[src/rtl/register_issue_scoreboard_top_assert.svh]
// Assertion macros for the register issue scoreboard top level.
// Included by register_issue_scoreboard_top; depends on nothing else.
`ifndef REGISTER_ISSUE_SCOREBOARD_TOP_ASSERT_SVH
`define REGISTER_ISSUE_SCOREBOARD_TOP_ASSERT_SVH

// Same-cycle implication, disabled during reset.
`define RIS_ASSERT_NOW(label, clock, reset, ante, cons, msg) \
  label: assert property (@(posedge clock) disable iff (reset) (ante) |-> (cons)) \
    else $error(msg);

// Next-cycle implication, disabled during reset.
`define RIS_ASSERT_NEXT(label, clock, reset, ante, cons, msg) \
  label: assert property (@(posedge clock) disable iff (reset) (ante) |=> (cons)) \
    else $error(msg);

`endif

[src/rtl/ris_pkg.sv]
// Shared types and constants of the register issue scoreboard.
// Used by the controller, the datapath and the top level; depends on nothing.
package ris_pkg;

  typedef enum logic [1:0] {
    CMD_MARK  = 2'd0,
    CMD_CHECK = 2'd1,
    CMD_CLEAR = 2'd2,
    CMD_NOP   = 2'd3
  } cmd_t;

  localparam int IDX_W       = 6;
  localparam int LAT_W       = 4;
  localparam int UNIT_W      = 4;
  localparam int PROD_W      = 5;
  localparam int OUT_COUNT_W = 4;

  localparam logic signed [PROD_W-1:0] PRODUCER_NONE = -5'sd1;

  typedef struct packed {
    logic accept;
    logic commit;
    logic clear_write;
  } ctrl_cmd_t;

  typedef struct packed {
    logic clear_last;
    logic out_free;
  } dp_status_t;

endpackage

[src/rtl/register_issue_scoreboard_top.sv]
// A result is registered when its item commits, once the previous result is taken.
// One item at a time: a table RAM read-modify-write must commit before the next accept.
// Reset: a clearing pass writes all NUM_REGS entries, one per cycle, with item_ready low.
// Top level of the register issue scoreboard; depends on ris_pkg,
// ris_ctrl, ris_datapath and register_issue_scoreboard_top_assert.svh.
module register_issue_scoreboard_top #(
  parameter int NUM_REGS   = 64,
  parameter int CYCLE_BITS = 32,
  parameter int COUNT_BITS = 4
) (
  input  logic                              clk,
  input  logic                              rst,
  input  logic                              item_valid,
  output logic                              item_ready,
  input  logic [1:0]                        cmd,
  input  logic [ris_pkg::IDX_W-1:0]         reg_index,
  input  logic [CYCLE_BITS-1:0]             retire_cycle,
  input  logic [CYCLE_BITS-1:0]             now_cycle,
  input  logic [ris_pkg::LAT_W-1:0]         source_latency,
  input  logic [ris_pkg::UNIT_W-1:0]        unit_id,
  input  logic                              unpredictable,
  input  logic                              last_source,
  output logic                              result_valid,
  input  logic                              result_ready,
  output logic                              source_ready,
  output logic                              issue_ok,
  output logic                              verdict_valid,
  output logic [ris_pkg::OUT_COUNT_W-1:0]   pending_after,
  output logic [ris_pkg::OUT_COUNT_W-1:0]   unpredictable_after,
  output logic [CYCLE_BITS-1:0]             return_after,
  output logic signed [ris_pkg::PROD_W-1:0] producer_after,
  output logic                              count_error
);

  ris_pkg::ctrl_cmd_t  ctrl;
  ris_pkg::dp_status_t status;

  ris_ctrl u_ctrl (
    .clk        (clk),
    .rst        (rst),
    .item_valid (item_valid),
    .item_ready (item_ready),
    .status     (status),
    .ctrl       (ctrl)
  );

  ris_datapath #(
    .NUM_REGS   (NUM_REGS),
    .CYCLE_BITS (CYCLE_BITS),
    .COUNT_BITS (COUNT_BITS)
  ) u_datapath (
    .clk                 (clk),
    .rst                 (rst),
    .ctrl                (ctrl),
    .status              (status),
    .cmd                 (cmd),
    .reg_index           (reg_index),
    .retire_cycle        (retire_cycle),
    .now_cycle           (now_cycle),
    .source_latency      (source_latency),
    .unit_id             (unit_id),
    .unpredictable       (unpredictable),
    .last_source         (last_source),
    .result_valid        (result_valid),
    .result_ready        (result_ready),
    .source_ready        (source_ready),
    .issue_ok            (issue_ok),
    .verdict_valid       (verdict_valid),
    .pending_after       (pending_after),
    .unpredictable_after (unpredictable_after),
    .return_after        (return_after),
    .producer_after      (producer_after),
    .count_error         (count_error)
  );

`include "register_issue_scoreboard_top_assert.svh"

  `RIS_ASSERT_NEXT(a_one_in_flight, clk, rst, item_valid && item_ready, !item_ready, "item accepted while another is in flight")
  `RIS_ASSERT_NOW(a_no_accept_in_clear, clk, rst, ctrl.clear_write, !item_ready, "item ready during clearing pass")
  `RIS_ASSERT_NOW(a_verdict_consistent, clk, rst, result_valid && issue_ok, source_ready && verdict_valid, "issue verdict without ready last source")

endmodule

[src/rtl/ris_ram.sv]
// Generic single-write, single-read RAM with a registered read port.
// Holds the scoreboard table; depends on nothing.
module ris_ram #(
  parameter int WIDTH = 8,
  parameter int DEPTH = 64
) (
  input  logic                     clk,
  input  logic                     we,
  input  logic [$clog2(DEPTH)-1:0] waddr,
  input  logic [WIDTH-1:0]         wdata,
  input  logic                     re,
  input  logic [$clog2(DEPTH)-1:0] raddr,
  output logic [WIDTH-1:0]         rdata
);

  logic [WIDTH-1:0] mem [DEPTH];

  always_ff @(posedge clk) begin
    if (we) begin
      mem[waddr] <= wdata;
    end
    if (re) begin
      rdata <= mem[raddr];
    end
  end

endmodule

[src/rtl/ris_ctrl.sv]
// Controller of the register issue scoreboard: clearing pass, accept, commit.
// Depends on ris_pkg for the command and status structs.
module ris_ctrl (
  input  logic                clk,
  input  logic                rst,
  input  logic                item_valid,
  output logic                item_ready,
  input  ris_pkg::dp_status_t status,
  output ris_pkg::ctrl_cmd_t  ctrl
);

  typedef enum logic [1:0] {
    S_CLEAR,
    S_IDLE,
    S_UPDATE
  } state_t;

  state_t state;

  always_comb begin
    ctrl.accept      = item_valid & item_ready;
    ctrl.commit      = (state == S_UPDATE) & status.out_free;
    ctrl.clear_write = (state == S_CLEAR);
  end

  always_ff @(posedge clk) begin
    if (rst) begin
      state      <= S_CLEAR;
      item_ready <= 1'b0;
    end else begin
      unique case (state)
        S_CLEAR: begin
          if (status.clear_last) begin
            state      <= S_IDLE;
            item_ready <= 1'b1;
          end
        end
        S_IDLE: begin
          if (item_valid) begin
            state      <= S_UPDATE;
            item_ready <= 1'b0;
          end
        end
        S_UPDATE: begin
          if (status.out_free) begin
            state      <= S_IDLE;
            item_ready <= 1'b1;
          end
        end
        default: begin
          state      <= S_CLEAR;
          item_ready <= 1'b0;
        end
      endcase
    end
  end

endmodule

[src/rtl/ris_datapath.sv]
// Datapath of the register issue scoreboard: item latch, table RAM,
// read-modify-write logic, verdict accumulator and result register.
// Depends on ris_pkg and ris_ram.
module ris_datapath #(
  parameter int NUM_REGS   = 64,
  parameter int CYCLE_BITS = 32,
  parameter int COUNT_BITS = 4
) (
  input  logic                                   clk,
  input  logic                                   rst,
  input  ris_pkg::ctrl_cmd_t                     ctrl,
  output ris_pkg::dp_status_t                    status,
  input  logic [1:0]                             cmd,
  input  logic [ris_pkg::IDX_W-1:0]              reg_index,
  input  logic [CYCLE_BITS-1:0]                  retire_cycle,
  input  logic [CYCLE_BITS-1:0]                  now_cycle,
  input  logic [ris_pkg::LAT_W-1:0]              source_latency,
  input  logic [ris_pkg::UNIT_W-1:0]             unit_id,
  input  logic                                   unpredictable,
  input  logic                                   last_source,
  output logic                                   result_valid,
  input  logic                                   result_ready,
  output logic                                   source_ready,
  output logic                                   issue_ok,
  output logic                                   verdict_valid,
  output logic [ris_pkg::OUT_COUNT_W-1:0]        pending_after,
  output logic [ris_pkg::OUT_COUNT_W-1:0]        unpredictable_after,
  output logic [CYCLE_BITS-1:0]                  return_after,
  output logic signed [ris_pkg::PROD_W-1:0]      producer_after,
  output logic                                   count_error
);

  localparam int ADDR_W = $clog2(NUM_REGS);
  localparam int PW     = ris_pkg::PROD_W;
  localparam int WORD_W = 2 * COUNT_BITS + CYCLE_BITS + PW;
  localparam int SUM_W  = CYCLE_BITS + 1;
  localparam int EXT_W  = COUNT_BITS + ris_pkg::OUT_COUNT_W;
  localparam logic [COUNT_BITS-1:0] COUNT_MAX = {COUNT_BITS{1'b1}};

  // Item latch.
  ris_pkg::cmd_t                 cmd_q;
  logic                          inside_q;
  logic [ADDR_W-1:0]             addr_q;
  logic [CYCLE_BITS-1:0]         retire_q;
  logic [CYCLE_BITS-1:0]         now_q;
  logic [ris_pkg::LAT_W-1:0]     lat_q;
  logic [ris_pkg::UNIT_W-1:0]    unit_q;
  logic                          unpred_q;
  logic                          last_q;

  logic                          verdict_accum;
  logic [ADDR_W-1:0]             clr_cnt;

  logic [ADDR_W+ris_pkg::IDX_W-1:0] idx_ext;
  logic                          inside_in;
  logic [ADDR_W-1:0]             raddr;

  logic                          ram_we;
  logic [ADDR_W-1:0]             ram_waddr;
  logic [WORD_W-1:0]             ram_wdata;
  logic [WORD_W-1:0]             ram_rdata;
  logic [WORD_W-1:0]             new_word;
  logic [WORD_W-1:0]             reset_word;

  logic [COUNT_BITS-1:0]         pend_r;
  logic [COUNT_BITS-1:0]         unp_r;
  logic [CYCLE_BITS-1:0]         ret_r;
  logic signed [PW-1:0]          prod_r;

  logic [COUNT_BITS-1:0]         pend_n;
  logic [COUNT_BITS-1:0]         unp_n;
  logic [CYCLE_BITS-1:0]         ret_n;
  logic signed [PW-1:0]          prod_n;
  logic                          err_n;
  logic                          wr_need;

  logic [COUNT_BITS-1:0]         pend_rep;
  logic [COUNT_BITS-1:0]         unp_rep;
  logic [CYCLE_BITS-1:0]         ret_rep;
  logic signed [PW-1:0]          prod_rep;
  logic [EXT_W-1:0]              pend_ext;
  logic [EXT_W-1:0]              unp_ext;

  logic [SUM_W-1:0]              limit;
  logic                          rdy;
  logic                          is_check;
  logic                          acc;

  assign idx_ext   = {{ADDR_W{1'b0}}, reg_index};
  assign inside_in = (32'(reg_index) < 32'(NUM_REGS));
  assign raddr     = inside_in ? idx_ext[ADDR_W-1:0] : '0;

  assign {pend_r, unp_r, ret_r, prod_r} = ram_rdata;
  assign reset_word = {{COUNT_BITS{1'b0}}, {COUNT_BITS{1'b0}}, {CYCLE_BITS{1'b0}},
                       ris_pkg::PRODUCER_NONE};

  always_comb begin
    pend_n  = pend_r;
    unp_n   = unp_r;
    ret_n   = ret_r;
    prod_n  = prod_r;
    err_n   = 1'b0;
    wr_need = 1'b0;
    case (cmd_q)
      ris_pkg::CMD_MARK: begin
        wr_need = 1'b1;
        if (pend_r == COUNT_MAX) begin
          err_n = 1'b1;
        end else begin
          pend_n = pend_r + 1'b1;
        end
        if (unpred_q) begin
          if (unp_r == COUNT_MAX) begin
            err_n = 1'b1;
          end else begin
            unp_n = unp_r + 1'b1;
          end
        end
        ret_n  = retire_q;
        prod_n = {1'b0, unit_q};
      end
      ris_pkg::CMD_CLEAR: begin
        wr_need = 1'b1;
        if (unpred_q) begin
          if (unp_r == '0) begin
            err_n = 1'b1;
          end else begin
            unp_n = unp_r - 1'b1;
          end
        end
        if (pend_r == '0) begin
          err_n = 1'b1;
        end else begin
          pend_n = pend_r - 1'b1;
        end
        if (pend_n == '0) begin
          ret_n  = '0;
          prod_n = ris_pkg::PRODUCER_NONE;
        end
      end
      default: begin
      end
    endcase
    if (!inside_q) begin
      err_n   = 1'b0;
      wr_need = 1'b0;
    end
  end

  assign new_word = {pend_n, unp_n, ret_n, prod_n};

  assign pend_rep = inside_q ? pend_n : '0;
  assign unp_rep  = inside_q ? unp_n : '0;
  assign ret_rep  = inside_q ? ret_n : '0;
  assign prod_rep = inside_q ? prod_n : ris_pkg::PRODUCER_NONE;
  assign pend_ext = {{ris_pkg::OUT_COUNT_W{1'b0}}, pend_rep};
  assign unp_ext  = {{ris_pkg::OUT_COUNT_W{1'b0}}, unp_rep};

  // A source blocks only when its return cycle lies beyond now plus latency.
  assign limit    = {1'b0, now_q} + SUM_W'(lat_q);
  assign rdy      = !inside_q || !({1'b0, ret_rep} > limit);
  assign is_check = (cmd_q == ris_pkg::CMD_CHECK);
  assign acc      = verdict_accum & rdy;

  assign ram_we    = ctrl.clear_write | (ctrl.commit & wr_need);
  assign ram_waddr = ctrl.clear_write ? clr_cnt : addr_q;
  assign ram_wdata = ctrl.clear_write ? reset_word : new_word;

  assign status.clear_last = (clr_cnt == ADDR_W'(NUM_REGS - 1));
  assign status.out_free   = !result_valid || result_ready;

  ris_ram #(
    .WIDTH (WORD_W),
    .DEPTH (NUM_REGS)
  ) u_table (
    .clk   (clk),
    .we    (ram_we),
    .waddr (ram_waddr),
    .wdata (ram_wdata),
    .re    (ctrl.accept),
    .raddr (raddr),
    .rdata (ram_rdata)
  );

  always_ff @(posedge clk) begin
    if (ctrl.accept) begin
      cmd_q    <= ris_pkg::cmd_t'(cmd);
      inside_q <= inside_in;
      addr_q   <= raddr;
      retire_q <= retire_cycle;
      now_q    <= now_cycle;
      lat_q    <= source_latency;
      unit_q   <= unit_id;
      unpred_q <= unpredictable;
      last_q   <= last_source;
    end
    if (ctrl.commit) begin
      source_ready        <= is_check & rdy;
      issue_ok            <= is_check & last_q & acc;
      verdict_valid       <= is_check & last_q;
      pending_after       <= pend_ext[ris_pkg::OUT_COUNT_W-1:0];
      unpredictable_after <= unp_ext[ris_pkg::OUT_COUNT_W-1:0];
      return_after        <= ret_rep;
      producer_after      <= prod_rep;
      count_error         <= err_n;
    end
  end

  always_ff @(posedge clk) begin
    if (rst) begin
      result_valid  <= 1'b0;
      verdict_accum <= 1'b1;
      clr_cnt       <= '0;
    end else begin
      if (ctrl.commit) begin
        result_valid <= 1'b1;
      end else if (result_ready) begin
        result_valid <= 1'b0;
      end
      if (ctrl.commit && is_check) begin
        verdict_accum <= last_q ? 1'b1 : acc;
      end
      if (ctrl.clear_write && !status.clear_last) begin
        clr_cnt <= clr_cnt + 1'b1;
      end
    end
  end

endmodule
[config.mk]
export PLATFORM = sky130hd
export DESIGN_NAME = register_issue_scoreboard_top
export DESIGN_NICKNAME = d
export VERILOG_FILES = /design/src/rtl/ris_pkg.sv /design/src/rtl/register_issue_scoreboard_top.sv /design/src/rtl/ris_ram.sv /design/src/rtl/ris_ctrl.sv /design/src/rtl/ris_datapath.sv
export VERILOG_INCLUDE_DIRS = /design/src /design/src/rtl
export SDC_FILE = /design/constraint.sdc
export NUM_CORES = 2
export LEC_CHECK = 0
export BUFFER_PORTS_ARGS = -buffer_cell sky130_fd_sc_hd__buf_2
export CELL_PAD_IN_SITES_DETAIL_PLACEMENT = 0
export CELL_PAD_IN_SITES_GLOBAL_PLACEMENT = 1
export CORE_ASPECT_RATIO = 1.25
export CORE_MARGIN = 3
export CORE_UTILIZATION = 35
export DETAILED_ROUTE_END_ITERATION = 12
export PLACE_DENSITY = 0.63
export SYNTH_ARGS = -nofsm -noshare
export SYNTH_HDL_FRONTEND = slang
export SYNTH_SLANG_ARGS = --single-unit
[constraint.sdc]
create_clock -name clk -period 6 [get_ports clk]
set_input_delay 0.3 -clock clk [delete_from_list [all_inputs] [get_ports clk]]
set_output_delay 0.3 -clock clk [all_outputs]
set_load 0.02 [all_outputs]
=== Word-level counts from Yosys, hierarchy flattened ===
Memories as Yosys holds them, arrays and structs flattened. A register that Yosys moved wholly into a read port is not among the register bits.
Cells that the tools add are included.

* Add/subtract/negate cells: 6
* $lt $le $gt $ge: 1
* Equal/unequal tests: 10
* Muxes and demuxes: 36
* Bitwise operators: 8
* Reduce and logical (&&, ||, !) cells: 14

{| class="wikitable"
|+ Operator list
! kind !! number
|-
| 32-bit case mux with 2 select lines || 1
|-
| 45-bit 2-to-1 mux || 1
|-
| 32-bit by 4-bit adder with 33-bit output || 1
|-
| 32-bit by 33-bit greater-than comparator with 1-bit output || 1
|-
| 32-bit 2-to-1 mux || 1
|-
| 4-bit 2-to-1 mux || 7
|-
| 4-bit case mux with 2 select lines || 2
|-
| 1-bit 2-to-1 mux || 15
|-
| 4-bit logical NOT || 3
|-
| 5-bit case mux with 2 select lines || 1
|-
| 4-bit by 1-bit adder with 4-bit output (second input constant) || 2
|-
| 4-bit == test (second input constant) || 2
|-
| 4-bit by 1-bit subtractor with 4-bit output (second input constant) || 2
|-
| 1-bit AND || 7
|-
| 6-bit by 1-bit adder with 6-bit output (second input constant) || 1
|-
| 6-bit == test (second input constant) || 1
|-
| 2-bit 2-to-1 mux || 3
|-
| 6-bit 2-to-1 mux || 1
|-
| 2-bit case mux with 3 select lines || 1
|-
| 5-bit 2-to-1 mux || 1
|-
| 2-bit by 1-bit == test with 1-bit output (second input constant) || 2
|-
| 2-bit == test (second input constant) || 2
|-
| 2-bit logical NOT || 2
|-
| 2-bit inequality test (second input constant) || 2
|-
| 10 further kinds || 13
|}

* Register bits: 142
* Memory bits (writable): 2,880
* Input bits: 86
* Output and inout bits: 51
* Word-level logic and storage cells: 97
* Memories: 1

{| class="wikitable"
|+ Memory list
! memory !! depth !! width !! rd ports !! clocked after memory_dff !! wr ports !! RTL line !! text
|-
| u_datapath.u_table.mem || 64 || 45 || 1 || 1 || 1 || ris_ram.sv:16 || <nowiki>logic [WIDTH-1:0] mem [DEPTH];</nowiki>
|}

=== Longest topological paths before layout ===
* Word-level depth: 10
* Gate-level depth with buffers: 15
* Gate-level depth less buffers: 15

=== Hierarchy ===
Synthesis repeated with hierarchy kept, for this count alone.

* Cells, all modules: 5,222
* Area, all modules: 117,408.9 µm²

{| class="wikitable"
|+ Modules (own cells, without submodules)
! module !! times used !! cells an instance !! area an instance (µm²) !! seq. area each (µm²)
|-
| ris_ram || 1 || 4,670 || 110,379.6 || 87,834.2
|-
| ris_datapath || 1 || 541 || 6,924.1 || 4,093.9
|-
| ris_ctrl || 1 || 11 || 105.1 || 40.0
|}

=== Least setup slack after synthesis ===
No wires, ideal clock.

* Kind: register to register
* Start point: register u_datapath.u_table.rdata[41] (read register of u_datapath.u_table.mem)
* End point: memory u_datapath.u_table.mem[0][4] (netlist bit) (data pin)
* Setup time: 0.702 ns
* Arrival time: 3.821 ns
* Required time: 5.298 ns
* Path slack: 1.478 ns
* Cell stages (with the launch flop): 9
* Path buffers: 0
* Clock period less this slack: 4.522 ns
* Path through: edfxtp_1 -> inv_1 -> ha_1 -> nand2b_1 -> o32ai_1 -> nand2b_1 -> nor2_1 -> nor2_1 -> o21ai_0

* Word-level cells in the longest chain between the ends: 7
* Elaborated cells on any way between the ends: 8
* Those cells by class: add/sub: 1; mux: 5; reduce/logical: 2

{| class="wikitable"
|+ RTL lines
! element !! RTL line !! text
|-
| start, declared || ris_ram.sv:13 || <nowiki>output logic [WIDTH-1:0] rdata</nowiki>
|-
| 4-bit by 1-bit subtractor with 4-bit output / 4-bit logical NOT (equally long branches) || ris_datapath.sv:134, ris_datapath.sv:131 ||
|-
| 4-bit 2-to-1 mux (*) || ris_datapath.sv:131 || <nowiki>if (pend_r == '0) begin</nowiki>
|-
| 4-bit 2-to-1 mux (*) || ris_datapath.sv:104 || <nowiki>case (cmd_q)</nowiki>
|-
| 4-bit logical NOT (*) || ris_datapath.sv:136 || <nowiki>if (pend_n == '0) begin</nowiki>
|-
| 5-bit 2-to-1 mux (*) || ris_datapath.sv:136 ||
|-
| 5-bit case mux with 2 select lines (*) || ris_datapath.sv:104 ||
|-
| 45-bit 2-to-1 mux (*) || ris_datapath.sv:167 || <nowiki>assign ram_wdata = ctrl.clear_write ? reset_word : new_word;</nowiki>
|-
| named net u_datapath.ram_wdata[4] || ris_datapath.sv:60 || <nowiki>logic [WORD_W-1:0] ram_wdata;</nowiki>
|-
| end, declared || ris_ram.sv:16 ||
|}

The timed path passes the listed nets; every way through them passes the cells marked *. The select of a mux whose other input is x is not followed.

=== Final worst setup path ===
* Start point: register u_datapath.cmd_q[0]
* End point: memory u_datapath.u_table.mem[32][24] (netlist bit), enable pin

* Word-level cells in the longest chain between the ends: 7
* Elaborated cells on any way between the ends: 8
* Those cells by class: eq/ne: 1; mux: 3; bitwise: 2; reduce/logical: 2

{| class="wikitable"
|+ RTL lines
! element !! RTL line !! text
|-
| start, declared || ris_datapath.sv:41 || <nowiki>ris_pkg::cmd_t cmd_q;</nowiki>
|-
| start signal, assigned || ris_datapath.sv:187 || <nowiki>cmd_q <= ris_pkg::cmd_t'(cmd);</nowiki>
|-
| 2-bit == test / 2-bit logical NOT (equally long branches) || ris_datapath.sv:104 ||
|-
| 2-bit OR reduction (no source line) (*) || - ||
|-
| 1-bit 2-to-1 mux (*) || ris_datapath.sv:104 ||
|-
| 1-bit AND (*) || ris_datapath.sv:165 || <nowiki>assign ram_we = ctrl.clear_write | (ctrl.commit & wr_need);</nowiki>
|-
| 1-bit bitwise OR (*) || ris_datapath.sv:165 ||
|-
| 1-bit 2-to-1 mux (*) || ris_ram.sv:19 || <nowiki>if (we) begin</nowiki>
|-
| 1-bit 2-to-1 mux (not written as such) (*) || ris_ram.sv:20 || <nowiki>mem[waddr] <= wdata;</nowiki>
|}

Mark *: on every way between the ends. The rest lies on a longest branch, timed or not.

==> metrics <==
Final min period=4742 ps; Worst R2R Start=u_datapath.cmd_q[0]$_DFFE_PP_; met3 Usage GRT=0.02291; wirelength, routed=305.7 mm; setup tns final=0 ps; hold-fix buffers at CTS=80; Syn Inst Count=a little under 5k; Detailed Place HPWL=173.0 mm; Tcrit/Tclk final=0.7903; chip width=between 500 and 600 um; Placer Congestion=roughly 0.84; most frequent cells in the layout=edfxtp_1, mux4_2, clkbuf_16, buf_4, buf_2; fillcell total=a little under 30k; Root Buffer=clkbuf_16; number of synthesized flops with an enable pin=a little over 3k; Global Route Usage Sum=0.1763; post-CTS sizing=0; synth top area cells=edfxtp_1, mux4_2, a22oi_1; Worst Tran Pin Value=1345 ps; area of the core=around 330000 um^2; clock slew at reported path FFs=70 ps; Worst Path Arrival=5210 ps; post-synthesis async set-or-reset flop share=0; worst setup margin=1258 ps; share of the synthesized area in the top cell type=0.7807; Area Growth Syn to Fin=15.20%; post-DR vias/cell=about 5.5; R2R setup slack=1260 ps; post-route ant nets=0; crit path from=u_datapath.cmd_q[0]$_DFFE_PP_; max_cap viols=0; Avg WL per Cell=30.57 um; Startpoint Class=register; HP Start=reg_index[5]; r2r worst-path depth=7; CTS max path bufs=4; Hold Path Depth=2; vias=54.54k; Clk Latency, worst-skew pair=840 ps; CP Capture Type=register; gr busiest metal=met2; Rows=~240; Nets=5476; leakage power total=0.04257 uW; die area=~340000 um^2; Register Area=91970 um^2; final instance area=between 100000 and 150000 um^2; Unique masters post-synth=53; initial antenna violation count=11; gr ovfl total=0; Die Span Y=653.9 um; Final Setup Violations=0; Req. time, crit path=between 6000 and 7000 ps; power per cell area=roughly 320 nW/um^2; Port Buf Inserts=136; # Post-CTS Setup Buffers=0; dpl cell area=between 100000 and 150000 um^2; syn avg cell area=24.02 um^2; initial drt markers=around 6.1k; ys flop type=edfxtp_1; Syn Nets=5021; largest net degree at the start of global routing=77; Synth area leader=edfxtp_1; GRT met1 Usage=0.2382; Yosys warning count=0; DRC viols=0; CTS sink cnt=3066; status=finished, final reports clean; CTS tree=yes; most common cell after layout, fill and taps aside=edfxtp_1; Worst Hold Slack=106.4 ps; Initial Util=0.3520; multi-input logic area=25040 um^2; min-delay worst type=input port to register; worst rel slew slack=0.1031; # IOs=137; #FFs+latches synth=3066; clk_skew=between 20 and 30 ps; maximum clock rate=0.2109 GHz; sequential fraction of the synthesis area=0.7824; CTS buffer count=292; synthesized area=117500 um^2; GR Util met2=0.3014; CP Class=register to register; Setup WS pre-CTS=1280 ps; H-tree Lvls=5; share of cells above drive strength 1=0.3137; maximum vdd drop=around 210 uV; unrepaired setup endpoints after global routing=false; Hold Vio Cnt, Final=0; largest fanout on the critical path=24; DRT Pass-1 Iters=6; number of global-route vias before repair=56.13k; max-slew violation count=0; first-pass GRT wire length=about 430 mm
cell type report:
type,instances,area share
inverter,12,0.0003326
sequential,3066,0.6792
multi-input combinational,1570,0.1849
timing repair buffer,406,0.02574
clock buffer,352,0.05782
antenna,10,0.0001848
clock inverter,163,0.01097
tap,4421,0.04085
synth_stat cells (all sizes together) (12+ instances only):
library cell / count
a211oi: 19
a21oi: 48
a22o: 31
a22oi: 74
and2: 43
and3: 12
buf: 119
clkbuf: 126
edfxtp: 3056
ha: 41
inv: 12
mux2i: 22
mux4: 890
nand2: 84
nand2b: 14
nand3: 27
nand4: 17
nor2: 105
nor2b: 22
o22ai: 12
xnor2: 14
xor2: 22
metrics by stage:
| stage | utilization | power, uW | std cells |
|---|---|---|---|
| 2_1_floorplan | - | 24870 | 4893 |
| 3_3_place_gp | 0.3752 | 25500 | 9395 |
| 3_5_place_dp | 0.3752 | 25510 | 9395 |
| 4_1_cts | 0.4055 | 43750 | 9990 |
| 5_1_grt | 0.4055 | 44580 | 9992 |
| 6_report | 0.4056 | 43340 | 10000 |
cell families after synthesis:
logic type               count (synthesis)  share of synthesized area
XOR/XNOR                                36                   0.002682
flip-flops                            3066                     0.7824
AO/OA/AOI/OAI                          224                    0.01339
buffers and inverters                  257                   0.009739
AND/OR/NAND/NOR                        356                    0.01485
multiplexers                           912                     0.1724
adder cells (fa/ha/maj)                 42                   0.004535
registers in the layout, summed over array words and instances (netlist names), 5 cells and up:
name and cells:
u_datapath.u_table.mem 2880, u_datapath.u_table.rdata 45, u_datapath.now_q 32, u_datapath.retire_q 32, u_datapath.return_after 32, u_datapath.addr_q 6, u_datapath.clr_cnt 6, u_datapath.producer_after 5
per-layer routing:
metal,routed length [um],share of wire
met1,124400,0.41
met2,154900,0.51
met3,18330,0.060
met4,8005,0.026
met5,0,0
worst max-delay path, cell delays in order (launching register included):
cell and delay, ps:
edfxtp_1 360, buf_4 210, inv_1 190, a21oi_1 120
nor2_1 770, nand4b_1 1140, nor2_4 960, buf_4 530
path summary, 6_finish.rpt:
kind                                               to
max          u_datapath.u_table.mem[32][24]$_DFFE_PP_
min                    u_datapath.addr_q[5]$_DFFE_PP_
max reg2reg  u_datapath.u_table.mem[32][24]$_DFFE_PP_
min reg2reg     u_datapath.verdict_accum$_SDFFE_PP1P_
power by group:
| group | switching (uW) | leakage, uW | internal, uW |
|---|---|---|---|
| Sequential | 23.7 | 0.0284 | 23300 |
| Clock | 7840 | 0.00454 | 10400 |
| Combinational | 943 | 0.00958 | 772 |
| Total | 8800 | 0.0426 | 34500 |
(Power assumes the default switching activity.)
